==> src/sv/cooperative_task_scheduler_top_defines.svh <==
// Assertion macros shared by the scheduler RTL.
`ifndef COOPERATIVE_TASK_SCHEDULER_TOP_DEFINES_SVH
`define COOPERATIVE_TASK_SCHEDULER_TOP_DEFINES_SVH

// Same-cycle implication, checked at every rising edge outside reset.
`define CTS_ASSERT_NOW(label, clk, rstn, ante, cons, msg) \
    label: assert property (@(posedge clk) disable iff (!(rstn)) (ante) |-> (cons)) \
        else $error(msg);

// Next-cycle implication, checked at every rising edge outside reset.
`define CTS_ASSERT_NEXT(label, clk, rstn, ante, cons, msg) \
    label: assert property (@(posedge clk) disable iff (!(rstn)) (ante) |=> (cons)) \
        else $error(msg);

`endif

==> src/sv/cts_pkg.sv <==
`timescale 1ns / 1ps
// Shared types and constants of the cooperative task scheduler.
package cts_pkg;

    localparam int MAX_TASKS_DEF = 16;
    localparam int TICK_MS_DEF   = 10;
    localparam int RESULT_LIMIT  = 16;

    localparam int MS_W     = 24;
    localparam int HANDLE_W = 16;
    localparam int RUN_W    = 8;
    localparam int SLOT_W   = 4;
    localparam int CNT_W    = 5;

    localparam int IN_TDATA_W  = 72;
    localparam int OUT_TDATA_W = 24;

    localparam logic [RUN_W-1:0] RUN_MAX = 8'hFF;

    typedef enum logic [1:0] {
        KIND_TICK,
        KIND_ADD,
        KIND_DELETE,
        KIND_DISPATCH
    } kind_t;

    typedef enum logic [2:0] {
        ST_IDLE,
        ST_TICK,
        ST_TICK_END,
        ST_ADD_WR,
        ST_DSP_RD,
        ST_DSP_EV,
        ST_DSP_END
    } state_t;

    // One task table entry as stored in the slot memory.
    typedef struct packed {
        logic [HANDLE_W-1:0] handle;
        logic [MS_W-1:0]     delay;
        logic [MS_W-1:0]     period;
        logic [RUN_W-1:0]    run;
    } slot_entry_t;

endpackage

==> src/sv/cooperative_task_scheduler_top.sv <==
`timescale 1ns / 1ps
// Top level of the time-triggered cooperative task scheduler.
//
// Input channel (s_): one transfer carries one command, its kind in s_tuser. A tick
// counts down every occupied slot, an add places a task in the first free slot, a
// delete frees a slot and a dispatch releases every ready slot once, in slot order.
// Result channel (m_): an add returns one transfer with the slot or the full flag; a
// dispatch returns one transfer per released task (at most 16), the final one with
// m_tlast, or a single none-ready transfer. Ticks and deletes return nothing.
// The task table lives in one synchronous memory with a registered read port.
// Sequencing: a delete is done in its accept cycle; a tick sweeps the table pipelined,
// reading one slot and writing back the previous one each cycle; an add first
// registers the reciprocal multiply, then writes its slot; a dispatch visits each
// slot with a memory read, then an evaluate and write-back step, and ends with a
// final result step after the last slot or once the result limit is reached.
// s_tready is high whenever no command is in progress; a finished result waits in
// the output register while the next command is already taken. A stalled receiver
// holds an add or a dispatch at its next result transfer until the register frees.
// Reset empties the table at once through per-slot occupied flags; no clearing pass.
`include "cooperative_task_scheduler_top_defines.svh"

module cooperative_task_scheduler_top #(
    parameter int MaxTasks = cts_pkg::MAX_TASKS_DEF,
    parameter int TickMs   = cts_pkg::TICK_MS_DEF
) (
    input  logic                              aclk,
    input  logic                              aresetn,
    input  logic                              s_tvalid,
    output logic                              s_tready,
    // handle [15:0], delay_ms [39:16], period_ms [63:40], slot [67:64], zero pad
    input  logic [cts_pkg::IN_TDATA_W-1:0]    s_tdata,
    // kind [1:0]
    input  logic [1:0]                        s_tuser,
    output logic                              m_tvalid,
    input  logic                              m_tready,
    // slot_index [3:0], task_handle [19:4], zero pad
    output logic [cts_pkg::OUT_TDATA_W-1:0]   m_tdata,
    // table_full [0], none_ready [1]
    output logic [1:0]                        m_tuser,
    output logic                              m_tlast
);

    localparam int                IdxW    = (MaxTasks > 1) ? $clog2(MaxTasks) : 1;
    localparam logic [IdxW-1:0]   LastIdx = IdxW'(MaxTasks - 1);
    localparam int                CntW    = cts_pkg::CNT_W;
    localparam int                HW      = cts_pkg::HANDLE_W;
    localparam int                SW      = cts_pkg::SLOT_W;
    localparam int                MW      = cts_pkg::MS_W;

    // Input field split.
    cts_pkg::kind_t   in_kind;
    logic [HW-1:0]    in_handle;
    logic [MW-1:0]    in_delay;
    logic [MW-1:0]    in_period;
    logic [SW-1:0]    in_slot;

    assign in_kind   = cts_pkg::kind_t'(s_tuser);
    assign in_handle = s_tdata[15:0];
    assign in_delay  = s_tdata[39:16];
    assign in_period = s_tdata[63:40];
    assign in_slot   = s_tdata[67:64];

    // Control state.
    cts_pkg::state_t     state_reg, state_next;
    logic [IdxW-1:0]     idx_reg, idx_next;
    logic [MaxTasks-1:0] occ_reg, occ_next;
    logic                tick_wb_valid_reg, tick_wb_valid_next;
    logic [IdxW-1:0]     tick_wb_idx_reg, tick_wb_idx_next;
    logic [CntW-1:0]     disp_cnt_reg, disp_cnt_next;
    logic                hold_valid_reg, hold_valid_next;
    logic                m_tvalid_reg, m_tvalid_next;

    // Payload registers.
    logic [IdxW-1:0]     add_slot_reg, add_slot_next;
    logic                add_full_reg, add_full_next;
    logic [HW-1:0]       add_handle_reg, add_handle_next;
    logic [SW-1:0]       hold_slot_reg, hold_slot_next;
    logic [HW-1:0]       hold_handle_reg, hold_handle_next;
    logic [SW-1:0]       m_slot_reg;
    logic [HW-1:0]       m_handle_reg;
    logic                m_full_reg;
    logic                m_none_reg;
    logic                m_last_reg;

    // Slot memory.
    cts_pkg::slot_entry_t mem [MaxTasks];
    cts_pkg::slot_entry_t rd_data_reg;
    cts_pkg::slot_entry_t wr_data;
    cts_pkg::slot_entry_t tick_entry;
    logic [IdxW-1:0]      rd_addr;
    logic [IdxW-1:0]      wr_addr;
    logic                 wr_en;

    // Result push into the output register.
    logic                 out_free;
    logic                 out_push;
    logic [SW-1:0]        out_slot;
    logic [HW-1:0]        out_handle;
    logic                 out_full;
    logic                 out_none;
    logic                 out_last;

    logic                 free_found;
    logic [IdxW-1:0]      free_idx;
    logic                 slot_ready;
    logic                 div_en;
    logic [MW-1:0]        div_delay;
    logic [MW-1:0]        div_period;

    cts_tick_div #(
        .TickMs (TickMs)
    ) u_div (
        .aclk         (aclk),
        .en           (div_en),
        .delay_ms     (in_delay),
        .period_ms    (in_period),
        .delay_ticks  (div_delay),
        .period_ticks (div_period)
    );

    assign out_free   = !m_tvalid_reg || m_tready;
    assign slot_ready = occ_reg[idx_reg] && (rd_data_reg.run != '0);

    // Lowest free slot for an add.
    always_comb begin
        free_found = 1'b0;
        free_idx   = '0;
        for (int i = MaxTasks - 1; i >= 0; i--) begin
            if (!occ_reg[i]) begin
                free_found = 1'b1;
                free_idx   = IdxW'(i);
            end
        end
    end

    // Tick update of one entry: count down, or reload and bump the saturating run count.
    always_comb begin
        tick_entry = rd_data_reg;
        if (rd_data_reg.delay != '0) begin
            tick_entry.delay = rd_data_reg.delay - 1'b1;
        end else begin
            tick_entry.delay = rd_data_reg.period;
            if (rd_data_reg.run != cts_pkg::RUN_MAX) begin
                tick_entry.run = rd_data_reg.run + 1'b1;
            end
        end
    end

    always_comb begin
        state_next         = state_reg;
        idx_next           = idx_reg;
        occ_next           = occ_reg;
        disp_cnt_next      = disp_cnt_reg;
        hold_valid_next    = hold_valid_reg;
        hold_slot_next     = hold_slot_reg;
        hold_handle_next   = hold_handle_reg;
        add_slot_next      = add_slot_reg;
        add_full_next      = add_full_reg;
        add_handle_next    = add_handle_reg;
        tick_wb_valid_next = (state_reg == cts_pkg::ST_TICK);
        tick_wb_idx_next   = idx_reg;
        s_tready           = 1'b0;
        div_en             = 1'b0;
        rd_addr            = idx_reg;
        wr_en              = 1'b0;
        wr_addr            = idx_reg;
        wr_data            = rd_data_reg;
        out_push           = 1'b0;
        out_slot           = '0;
        out_handle         = '0;
        out_full           = 1'b0;
        out_none           = 1'b0;
        out_last           = 1'b0;

        // Write-back stage of the tick sweep, one slot behind the read.
        if (tick_wb_valid_reg && occ_reg[tick_wb_idx_reg]) begin
            wr_en   = 1'b1;
            wr_addr = tick_wb_idx_reg;
            wr_data = tick_entry;
        end

        unique case (state_reg)
            cts_pkg::ST_IDLE: begin
                s_tready = 1'b1;
                if (s_tvalid) begin
                    unique case (in_kind)
                        cts_pkg::KIND_TICK: begin
                            idx_next   = '0;
                            state_next = cts_pkg::ST_TICK;
                        end
                        cts_pkg::KIND_ADD: begin
                            div_en          = 1'b1;
                            add_slot_next   = free_idx;
                            add_full_next   = !free_found;
                            add_handle_next = in_handle;
                            state_next      = cts_pkg::ST_ADD_WR;
                        end
                        cts_pkg::KIND_DELETE: begin
                            // A slot number beyond the table matches no flag.
                            for (int i = 0; i < MaxTasks; i++) begin
                                if (7'(i) == {3'b000, in_slot}) begin
                                    occ_next[i] = 1'b0;
                                end
                            end
                        end
                        cts_pkg::KIND_DISPATCH: begin
                            idx_next        = '0;
                            disp_cnt_next   = '0;
                            hold_valid_next = 1'b0;
                            state_next      = cts_pkg::ST_DSP_RD;
                        end
                    endcase
                end
            end
            cts_pkg::ST_TICK: begin
                if (idx_reg == LastIdx) begin
                    state_next = cts_pkg::ST_TICK_END;
                end else begin
                    idx_next = idx_reg + 1'b1;
                end
            end
            cts_pkg::ST_TICK_END: begin
                state_next = cts_pkg::ST_IDLE;
            end
            cts_pkg::ST_ADD_WR: begin
                if (out_free) begin
                    out_push = 1'b1;
                    out_last = 1'b1;
                    if (add_full_reg) begin
                        out_full = 1'b1;
                    end else begin
                        out_slot       = SW'(add_slot_reg);
                        wr_en          = 1'b1;
                        wr_addr        = add_slot_reg;
                        wr_data.handle = add_handle_reg;
                        wr_data.delay  = div_delay;
                        wr_data.period = div_period;
                        wr_data.run    = '0;
                        occ_next[add_slot_reg] = 1'b1;
                    end
                    state_next = cts_pkg::ST_IDLE;
                end
            end
            cts_pkg::ST_DSP_RD: begin
                state_next = cts_pkg::ST_DSP_EV;
            end
            cts_pkg::ST_DSP_EV: begin
                // The newest release waits in the hold register until the next one
                // shows up or the sweep ends, so that the final transfer gets tlast.
                if (!(slot_ready && hold_valid_reg && !out_free)) begin
                    if (slot_ready) begin
                        if (hold_valid_reg) begin
                            out_push   = 1'b1;
                            out_slot   = hold_slot_reg;
                            out_handle = hold_handle_reg;
                        end
                        hold_valid_next  = 1'b1;
                        hold_slot_next   = SW'(idx_reg);
                        hold_handle_next = rd_data_reg.handle;
                        if (rd_data_reg.period == '0) begin
                            occ_next[idx_reg] = 1'b0;
                        end else begin
                            wr_en       = 1'b1;
                            wr_addr     = idx_reg;
                            wr_data.run = rd_data_reg.run - 1'b1;
                        end
                        disp_cnt_next = disp_cnt_reg + 1'b1;
                    end
                    if (idx_reg == LastIdx || disp_cnt_next == CntW'(cts_pkg::RESULT_LIMIT)) begin
                        state_next = cts_pkg::ST_DSP_END;
                    end else begin
                        idx_next   = idx_reg + 1'b1;
                        state_next = cts_pkg::ST_DSP_RD;
                    end
                end
            end
            cts_pkg::ST_DSP_END: begin
                if (out_free) begin
                    out_push = 1'b1;
                    out_last = 1'b1;
                    if (hold_valid_reg) begin
                        out_slot   = hold_slot_reg;
                        out_handle = hold_handle_reg;
                    end else begin
                        out_none = 1'b1;
                    end
                    state_next = cts_pkg::ST_IDLE;
                end
            end
            default: begin
                state_next = cts_pkg::ST_IDLE;
            end
        endcase
    end

    always_comb begin
        if (out_push) begin
            m_tvalid_next = 1'b1;
        end else if (m_tready) begin
            m_tvalid_next = 1'b0;
        end else begin
            m_tvalid_next = m_tvalid_reg;
        end
    end

    always_ff @(posedge aclk) begin
        if (!aresetn) begin
            state_reg         <= cts_pkg::ST_IDLE;
            idx_reg           <= '0;
            occ_reg           <= '0;
            tick_wb_valid_reg <= 1'b0;
            tick_wb_idx_reg   <= '0;
            disp_cnt_reg      <= '0;
            hold_valid_reg    <= 1'b0;
            m_tvalid_reg      <= 1'b0;
        end else begin
            state_reg         <= state_next;
            idx_reg           <= idx_next;
            occ_reg           <= occ_next;
            tick_wb_valid_reg <= tick_wb_valid_next;
            tick_wb_idx_reg   <= tick_wb_idx_next;
            disp_cnt_reg      <= disp_cnt_next;
            hold_valid_reg    <= hold_valid_next;
            m_tvalid_reg      <= m_tvalid_next;
        end
    end

    always_ff @(posedge aclk) begin
        add_slot_reg    <= add_slot_next;
        add_full_reg    <= add_full_next;
        add_handle_reg  <= add_handle_next;
        hold_slot_reg   <= hold_slot_next;
        hold_handle_reg <= hold_handle_next;
        if (out_push) begin
            m_slot_reg   <= out_slot;
            m_handle_reg <= out_handle;
            m_full_reg   <= out_full;
            m_none_reg   <= out_none;
            m_last_reg   <= out_last;
        end
    end

    // Slot memory: one write port, one registered read port.
    always_ff @(posedge aclk) begin
        if (wr_en) begin
            mem[wr_addr] <= wr_data;
        end
        rd_data_reg <= mem[rd_addr];
    end

    assign m_tvalid = m_tvalid_reg;
    assign m_tdata  = {4'b0000, m_handle_reg, m_slot_reg};
    assign m_tuser  = {m_none_reg, m_full_reg};
    assign m_tlast  = m_last_reg;

    // The tick write-back always trails the read by exactly one slot.
    `CTS_ASSERT_NOW(a_tick_wb_trails, aclk, aresetn,
        tick_wb_valid_reg && (state_reg == cts_pkg::ST_TICK),
        (tick_wb_idx_reg + 1'b1) == idx_reg, "tick write-back out of step with read")

    // An add never lands on an occupied slot.
    `CTS_ASSERT_NOW(a_add_free_slot, aclk, aresetn,
        (state_reg == cts_pkg::ST_ADD_WR) && !add_full_reg,
        !occ_reg[add_slot_reg], "add targets an occupied slot")

    // A completed add leaves its slot occupied.
    `CTS_ASSERT_NEXT(a_add_marks_slot, aclk, aresetn,
        (state_reg == cts_pkg::ST_ADD_WR) && !add_full_reg && out_free,
        occ_reg[$past(add_slot_reg)], "added slot not marked occupied")

    // A held release implies the dispatch has counted at least one task.
    `CTS_ASSERT_NOW(a_hold_counted, aclk, aresetn,
        hold_valid_reg, disp_cnt_reg != '0, "held release without a count")

endmodule

==> src/sv/cts_tick_div.sv <==
`timescale 1ns / 1ps
// Converts delay and period from milliseconds to ticks by reciprocal multiplication.
module cts_tick_div #(
    parameter int TickMs = cts_pkg::TICK_MS_DEF
) (
    input  logic                      aclk,
    input  logic                      en,
    input  logic [cts_pkg::MS_W-1:0]  delay_ms,
    input  logic [cts_pkg::MS_W-1:0]  period_ms,
    output logic [cts_pkg::MS_W-1:0]  delay_ticks,
    output logic [cts_pkg::MS_W-1:0]  period_ticks
);

    // For x below 2**MS_W, floor(x * Magic / 2**Shift) equals floor(x / TickMs)
    // when Shift = MS_W + ceil(log2(TickMs)) and Magic = floor(2**Shift / TickMs) + 1.
    localparam int              LogD   = $clog2(TickMs);
    localparam int              Shift  = cts_pkg::MS_W + LogD;
    localparam int              MagW   = cts_pkg::MS_W + 1;
    localparam int              ProdW  = cts_pkg::MS_W + MagW;
    localparam longint unsigned MagicL = ((64'd1 << Shift) / TickMs) + 64'd1;
    localparam logic [MagW-1:0] Magic  = MagW'(MagicL);

    logic [ProdW-1:0] delay_prod_reg;
    logic [ProdW-1:0] period_prod_reg;

    always_ff @(posedge aclk) begin
        if (en) begin
            delay_prod_reg  <= ProdW'(delay_ms) * ProdW'(Magic);
            period_prod_reg <= ProdW'(period_ms) * ProdW'(Magic);
        end
    end

    assign delay_ticks  = cts_pkg::MS_W'(delay_prod_reg >> Shift);
    assign period_ticks = cts_pkg::MS_W'(period_prod_reg >> Shift);

endmodule

==> config.mk <==
export PLATFORM = sky130hd
export DESIGN_NAME = cooperative_task_scheduler_top
export DESIGN_NICKNAME = d
export VERILOG_FILES = /design/src/sv/cts_pkg.sv /design/src/sv/cooperative_task_scheduler_top.sv /design/src/sv/cts_tick_div.sv
export VERILOG_INCLUDE_DIRS = /design/src /design/src/sv
export SDC_FILE = /design/constraint.sdc
export NUM_CORES = 2
export LEC_CHECK = 0
export ABC_AREA = 1
export BUFFER_PORTS_ARGS = -buffer_cell sky130_fd_sc_hd__buf_2
export CAP_MARGIN = 5
export CORE_ASPECT_RATIO = 1.4
export CORE_MARGIN = 1.5
export CORE_UTILIZATION = 45
export CTS_CLUSTER_DIAMETER = 30
export DETAILED_ROUTE_END_ITERATION = 16
export GPL_TIMING_DRIVEN = 0
export SYNTH_ARGS = -nofsm -noshare
export SYNTH_HDL_FRONTEND = slang
export SYNTH_HIERARCHICAL = 1
export SYNTH_SLANG_ARGS = --single-unit
==> constraint.sdc <==
create_clock -name aclk -period 7.4 [get_ports aclk]
set_input_delay 1.48 -clock aclk [delete_from_list [all_inputs] [get_ports aclk]]
set_output_delay 1.48 -clock aclk [all_outputs]
set_load 0.02 [all_outputs]
Word-level counts from Yosys, hierarchy flattened
Memories as Yosys holds them, arrays and structs flattened. A register that Yosys moved wholly into a read port is not among the register bits.
Cells that the tools add are included.
{"block": "totals", "word_cells": 301, "n_memories": 1, "output_inout_bits": 29, "regBits": 195, "mem_bits_rw": 1152}
{"block": "classes", "n_mul": 2, "magnitude_cmp": 5, "n_bitwise": 4, "reduce_logical": 50, "n_addsub": 5, "eq_ne": 56, "n_mux": 140}
{"name": "mem", "words": 16, "word_bits": 72, "read_ports": 1, "rd_clocked_by_memory_dff": 1, "write_ports": 1, "line_no": "cooperative_task_scheduler_top.sv:86", "rtl": "cts_pkg::slot_entry_t mem [MaxTasks];"}
{"operator": "$mux W16", "count": 11}
{"operator": "$mux W72", "count": 2}
{"operator": "$reduce_and A9 Y1", "count": 16}
{"operator": "$mux W4", "count": 25}
{"operator": "$mul A24 B24 Y48 const B", "count": 2}
{"operator": "$mux W64", "count": 1}
{"operator": "$mux W1", "count": 61}
{"operator": "$mux W56", "count": 1}
{"operator": "$ne A2 B2 Y1 const B", "count": 25}
{"operator": "$pmux W16 S3", "count": 1}
{"operator": "$mux W8", "count": 5}
{"operator": "$eq A4 B4 Y1 const A", "count": 8}
{"operator": "$pmux W16 S2", "count": 1}
{"operator": "$mux W5", "count": 6}
{"operator": "$logic_not A24 Y1", "count": 1}
{"operator": "$mux W24", "count": 1}
{"operator": "$mux W3", "count": 8}
{"operator": "$pmux W4 S3", "count": 2}
{"operator": "$reduce_bool A24 Y1", "count": 1}
{"operator": "$sub A24 B1 Y24 const B", "count": 1}
{"operator": "$and A16 B16 Y16", "count": 1}
{"operator": "$eq A3 B4 Y1 const A", "count": 4}
{"operator": "$not A16 Y16", "count": 1}
{"operator": "$or A16 B16 Y16", "count": 1}
{"operator": "other kinds (44)", "count": 76}

Longest topological paths before layout
{"block": "depth", "depth_word": 17, "mapped_depth": 26}

Cells and area by module
Netlist, hierarchy kept.
{"mod": "cooperative_task_scheduler_top", "cells_each": 4410, "n_inst": 1, "seq_area_each_um2": 38657.1, "area_per_inst_um2": 52939.5}
{"mod": "cts_tick_div", "cells_each": 2683, "n_inst": 1, "seq_area_each_um2": 1261.2, "area_per_inst_um2": 23725.3}

Worst setup path before layout
Ideal clock, no wire load.
{"block": "synth_path", "path_kind": "input -> register", "start": "input port s_tdata[48] (netlist bit)", "end": "register u_div.period_prod_reg[47], data pin", "arrival_time_ns": 6.072, "t_required_ns": 7.147, "cell_stages": 23, "setup_time_ns": 0.253, "path_slack_ns": 1.075, "cell_sequence": "ha_1 > clkbuf_1 > xor2_1 > ha_1 > a21oi_1 > fa_1 > fa_1 > fa_1 > inv_1 > fa_1 > inv_1 > fa_1 > inv_1 > ha_1 > nand2_1 > nor2_1 > inv_1 > nor2_2 > inv_1 > nor3_1 > nand2_1 > nand4_1 > nand2_1"}
{"block": "synth_between", "elab_chain_cells": 1}
{"item": "start, declared", "line_no": "cooperative_task_scheduler_top.sv:31", "rtl": "input logic [cts_pkg::IN_TDATA_W-1:0] s_tdata,"}
{"item": "$mul A24 B24 Y48", "line_no": "cts_tick_div.sv:29", "rtl": "period_prod_reg <= ProdW'(period_ms) * ProdW'(Magic);"}
{"item": "end signal, assigned", "line_no": "cts_tick_div.sv:29"}
{"item": "end, declared", "line_no": "cts_tick_div.sv:24", "rtl": "logic [ProdW-1:0] period_prod_reg;"}
Every way passes these cells.
A chain may end at the register's enable or synchronous reset.

Final worst setup path
{"block": "layout_path", "start": "input port s_tdata[49] (netlist bit)", "end": "register u_div.period_prod_reg[47], data pin"}
The elaborated chain is that of the path after synthesis.

==> impl_metrics.toml <==
[final_layout]
drive_above_1_share_pct = 8.00
final_cell_mix = "edfxtp_1, nand2_1, inv_1"
design_area_sq_um = 87200
layoutNonFillerInstCount = 9843
area_delta_synth_final_pct = 13.8
largest_register_ffs = 1152
nNetsFinal = 8470
layout_commonest_cell = "edfxtp_1"

[cts]
insertion_delay_ns = 0.80
clk_pin_slew_ns = 0.06
htreeDepth = 4
cts_hold_buf = 0
numCtsBuffers = 166
cts_setup_buffers = 0
cts_tree = "done"
clockBufferDepth = 3
cts_resized = 0
clock_sinks = 1365
cts-root-buf = "clkbuf_16"

[routing]
vias_per_cell = 5.51
drtIter0Drc = 4409
dr_total_vias = 54300
first_pass_iters = 7
wl_per_cell_um = 23.6
ant_nets = 0
drc = 0
drt_wl_total_um = 232000

[grt]
global_route.usage.met2_pct = 49.2
grt_pass1_vias = 55800
grtUsageTotal_pct = 26.9
gr-usage-met3_pct = 3.07
top_usage_layer = "met2"
gr-total-overflow = 0
grt_max_degree = 37
grtUsageMet1_pct = 30.7
antenna_found_initial = 3
grt_pass1_wl_um = 345000

[worst_hold_path]
min_path_type = "reg2reg"
holdPathEnd = "hold_handle_reg[9]"
hp-start = "rd_data_reg[65]"
whs_path_depth = 0

[setup_path]
crit_slowest_cell = "fa_1"
crit_type = "in2reg"
crit_fanout = 7
cp_data_required_time_ns = 7.95
r2r-start = "idx_reg[0]"
crit_path_end_kind = "flip-flop"
timing.rr.end = "mem[15][47]"
cp_common_cell = "fa_1"
worst_setup_path_start_kind = "input pin"
ff2ff_path_depth = 10
worstPathCellList = "buf_2 > ha_1 > clkbuf_1 > xor2_1 > ha_1 > a21oi_1 > fa_1 > fa_1 > inv_1 > fa_1 > fa_1 > inv_1 > fa_1 > inv_1 > ha_1 > a21oi_1 > o21ai_0 > a21oi_1 > nor2_1 > o21bai_1 > nand3_1 > nand2_1 > nand2_1"
cp_slowest_stage_delay_ns = 0.55
crit_arrival_ns = 7.32
r2r_slack_ns = 2.18

[die]
coreArea_sq_um = 170000
initial_core_util_pct = 45.2
die_height_um = 491
rows = 179
die_w_um = 352
io_pins = 107
dieArea_sq_um = 173000

[timing]
final.period_utilization_pct = 91.5
worstMarginPinSlew_ns = 1.42
maxSlewHeadroom_pct = 5.23
maxSlewViolCount = 0
grt_setup_unrepaired = "false"
max_freq_mhz = 148
min_period_ns = 6.77
skew_ns = 0.0396
hold_viol = 0
setup_viol = 0
holdWs_ns = 0.433
finalSetupTns_ns = 0

[synth]
synth-main-ff-cell = "edfxtp_1"
ys_types = 59
syn_avg_cell_area_sq_um = 10.8
synth-warning-count = 6
ys_ff_latch = 1365
synth_edf_count = 1258
netlist_area_sq_um = 76700
ys_seq_area_share_pct = 52.1
syn_inst = 7093
synth-async-reset-ratio_pct = 0

[flow_run]
cap_violations = 0

[placement]
globalplace.congestion = 0.933
dp_hpwl_um = 176000
placed_cell_area_sq_um = 81400
io_buffers = 97
placed_cells = 9523

[status]
run_status = "finished, final reports clean"
==> how the worst max path moves through the flow <==
stage	start	end	cells past startpoint
global route	s_tdata[49]	u_div/period_prod_reg[42]	23
CTS	s_tdata[49]	u_div/period_prod_reg[48]	23
floorplan	s_tdata[48]	u_div/period_prod_reg[47]	23
global placement	idx_reg[0]	mem[11][38]	8
detailed placement	s_tdata[48]	u_div/period_prod_reg[48]	23
finish	s_tdata[49]	u_div/period_prod_reg[47]	23
==> worst max-delay path, delay by kind of cell <==
| kind | cells | cell delay (ns) |
|---|---|---|
| XOR/XNOR | 1 | 0.14 |
| buffers and inverters | 5 | 0.87 |
| AO/OA/AOI/OAI | 5 | 1.23 |
| AND/OR/NAND/NOR | 4 | 0.34 |
| adder cells (fa/ha/maj) | 8 | 3.25 |
==> Yosys cell counts (77+ instances only) <==
cell	n	share of area, %
dfxtp_1	107	2.8
o21ai_0	748	4.9
nand3_1	119	0.78
inv_1	857	4.2
nor2_1	861	4.2
a21oi_1	191	1.2
clkbuf_1	222	1.1
edfxtp_1	1258	49
fa_1	416	11
ha_1	541	8.8
nand4_1	99	0.81
nand2_1	941	4.6
xor2_1	77	0.88
o22ai_1	297	2.4
==> final cells by class <==
type                    count  area [sq um]
repair buffers            166          1750
fillers                 15200         82300
clock inverters           117          1390
flip-flops and latches   1365         39900
multi-input cells        4576         32500
inverters                 884          3320
diodes                      4          10.0
plain buffers             276          1150
clock buffers             193          4400
well taps                2262          2830
==> per-layer routing <==
layer	vias to the layer above	part of all wire, %
met5	-	0.012
met4	4	5.2
met3	550	5.0
met2	1873	53
met1	26800	37
li1	25000	-
==> through the flow <==
step	worst slack (ns)	utilization (%)
2_1_floorplan	1.08	-
3_3_place_gp	-3.51	47.2
3_5_place_dp	-0.0925	48.0
4_1_cts	0.760	51.4
5_1_grt	0.337	51.4
6_report	0.628	51.5
==> cells by family after synthesis <==
group / synth area share [%]
AND/OR/NAND/NOR: 11.6
adder cells (fa/ha/maj): 19.7
buffers and inverters: 5.82
multiplexers: 0.0653
XOR/XNOR: 1.10
other: 0.00980
AO/OA/AOI/OAI: 9.65
flip-flops: 52.1
Power is not shown: default switching activity piles up to over one toggle a cycle in this logic, so the estimate is an artifact.
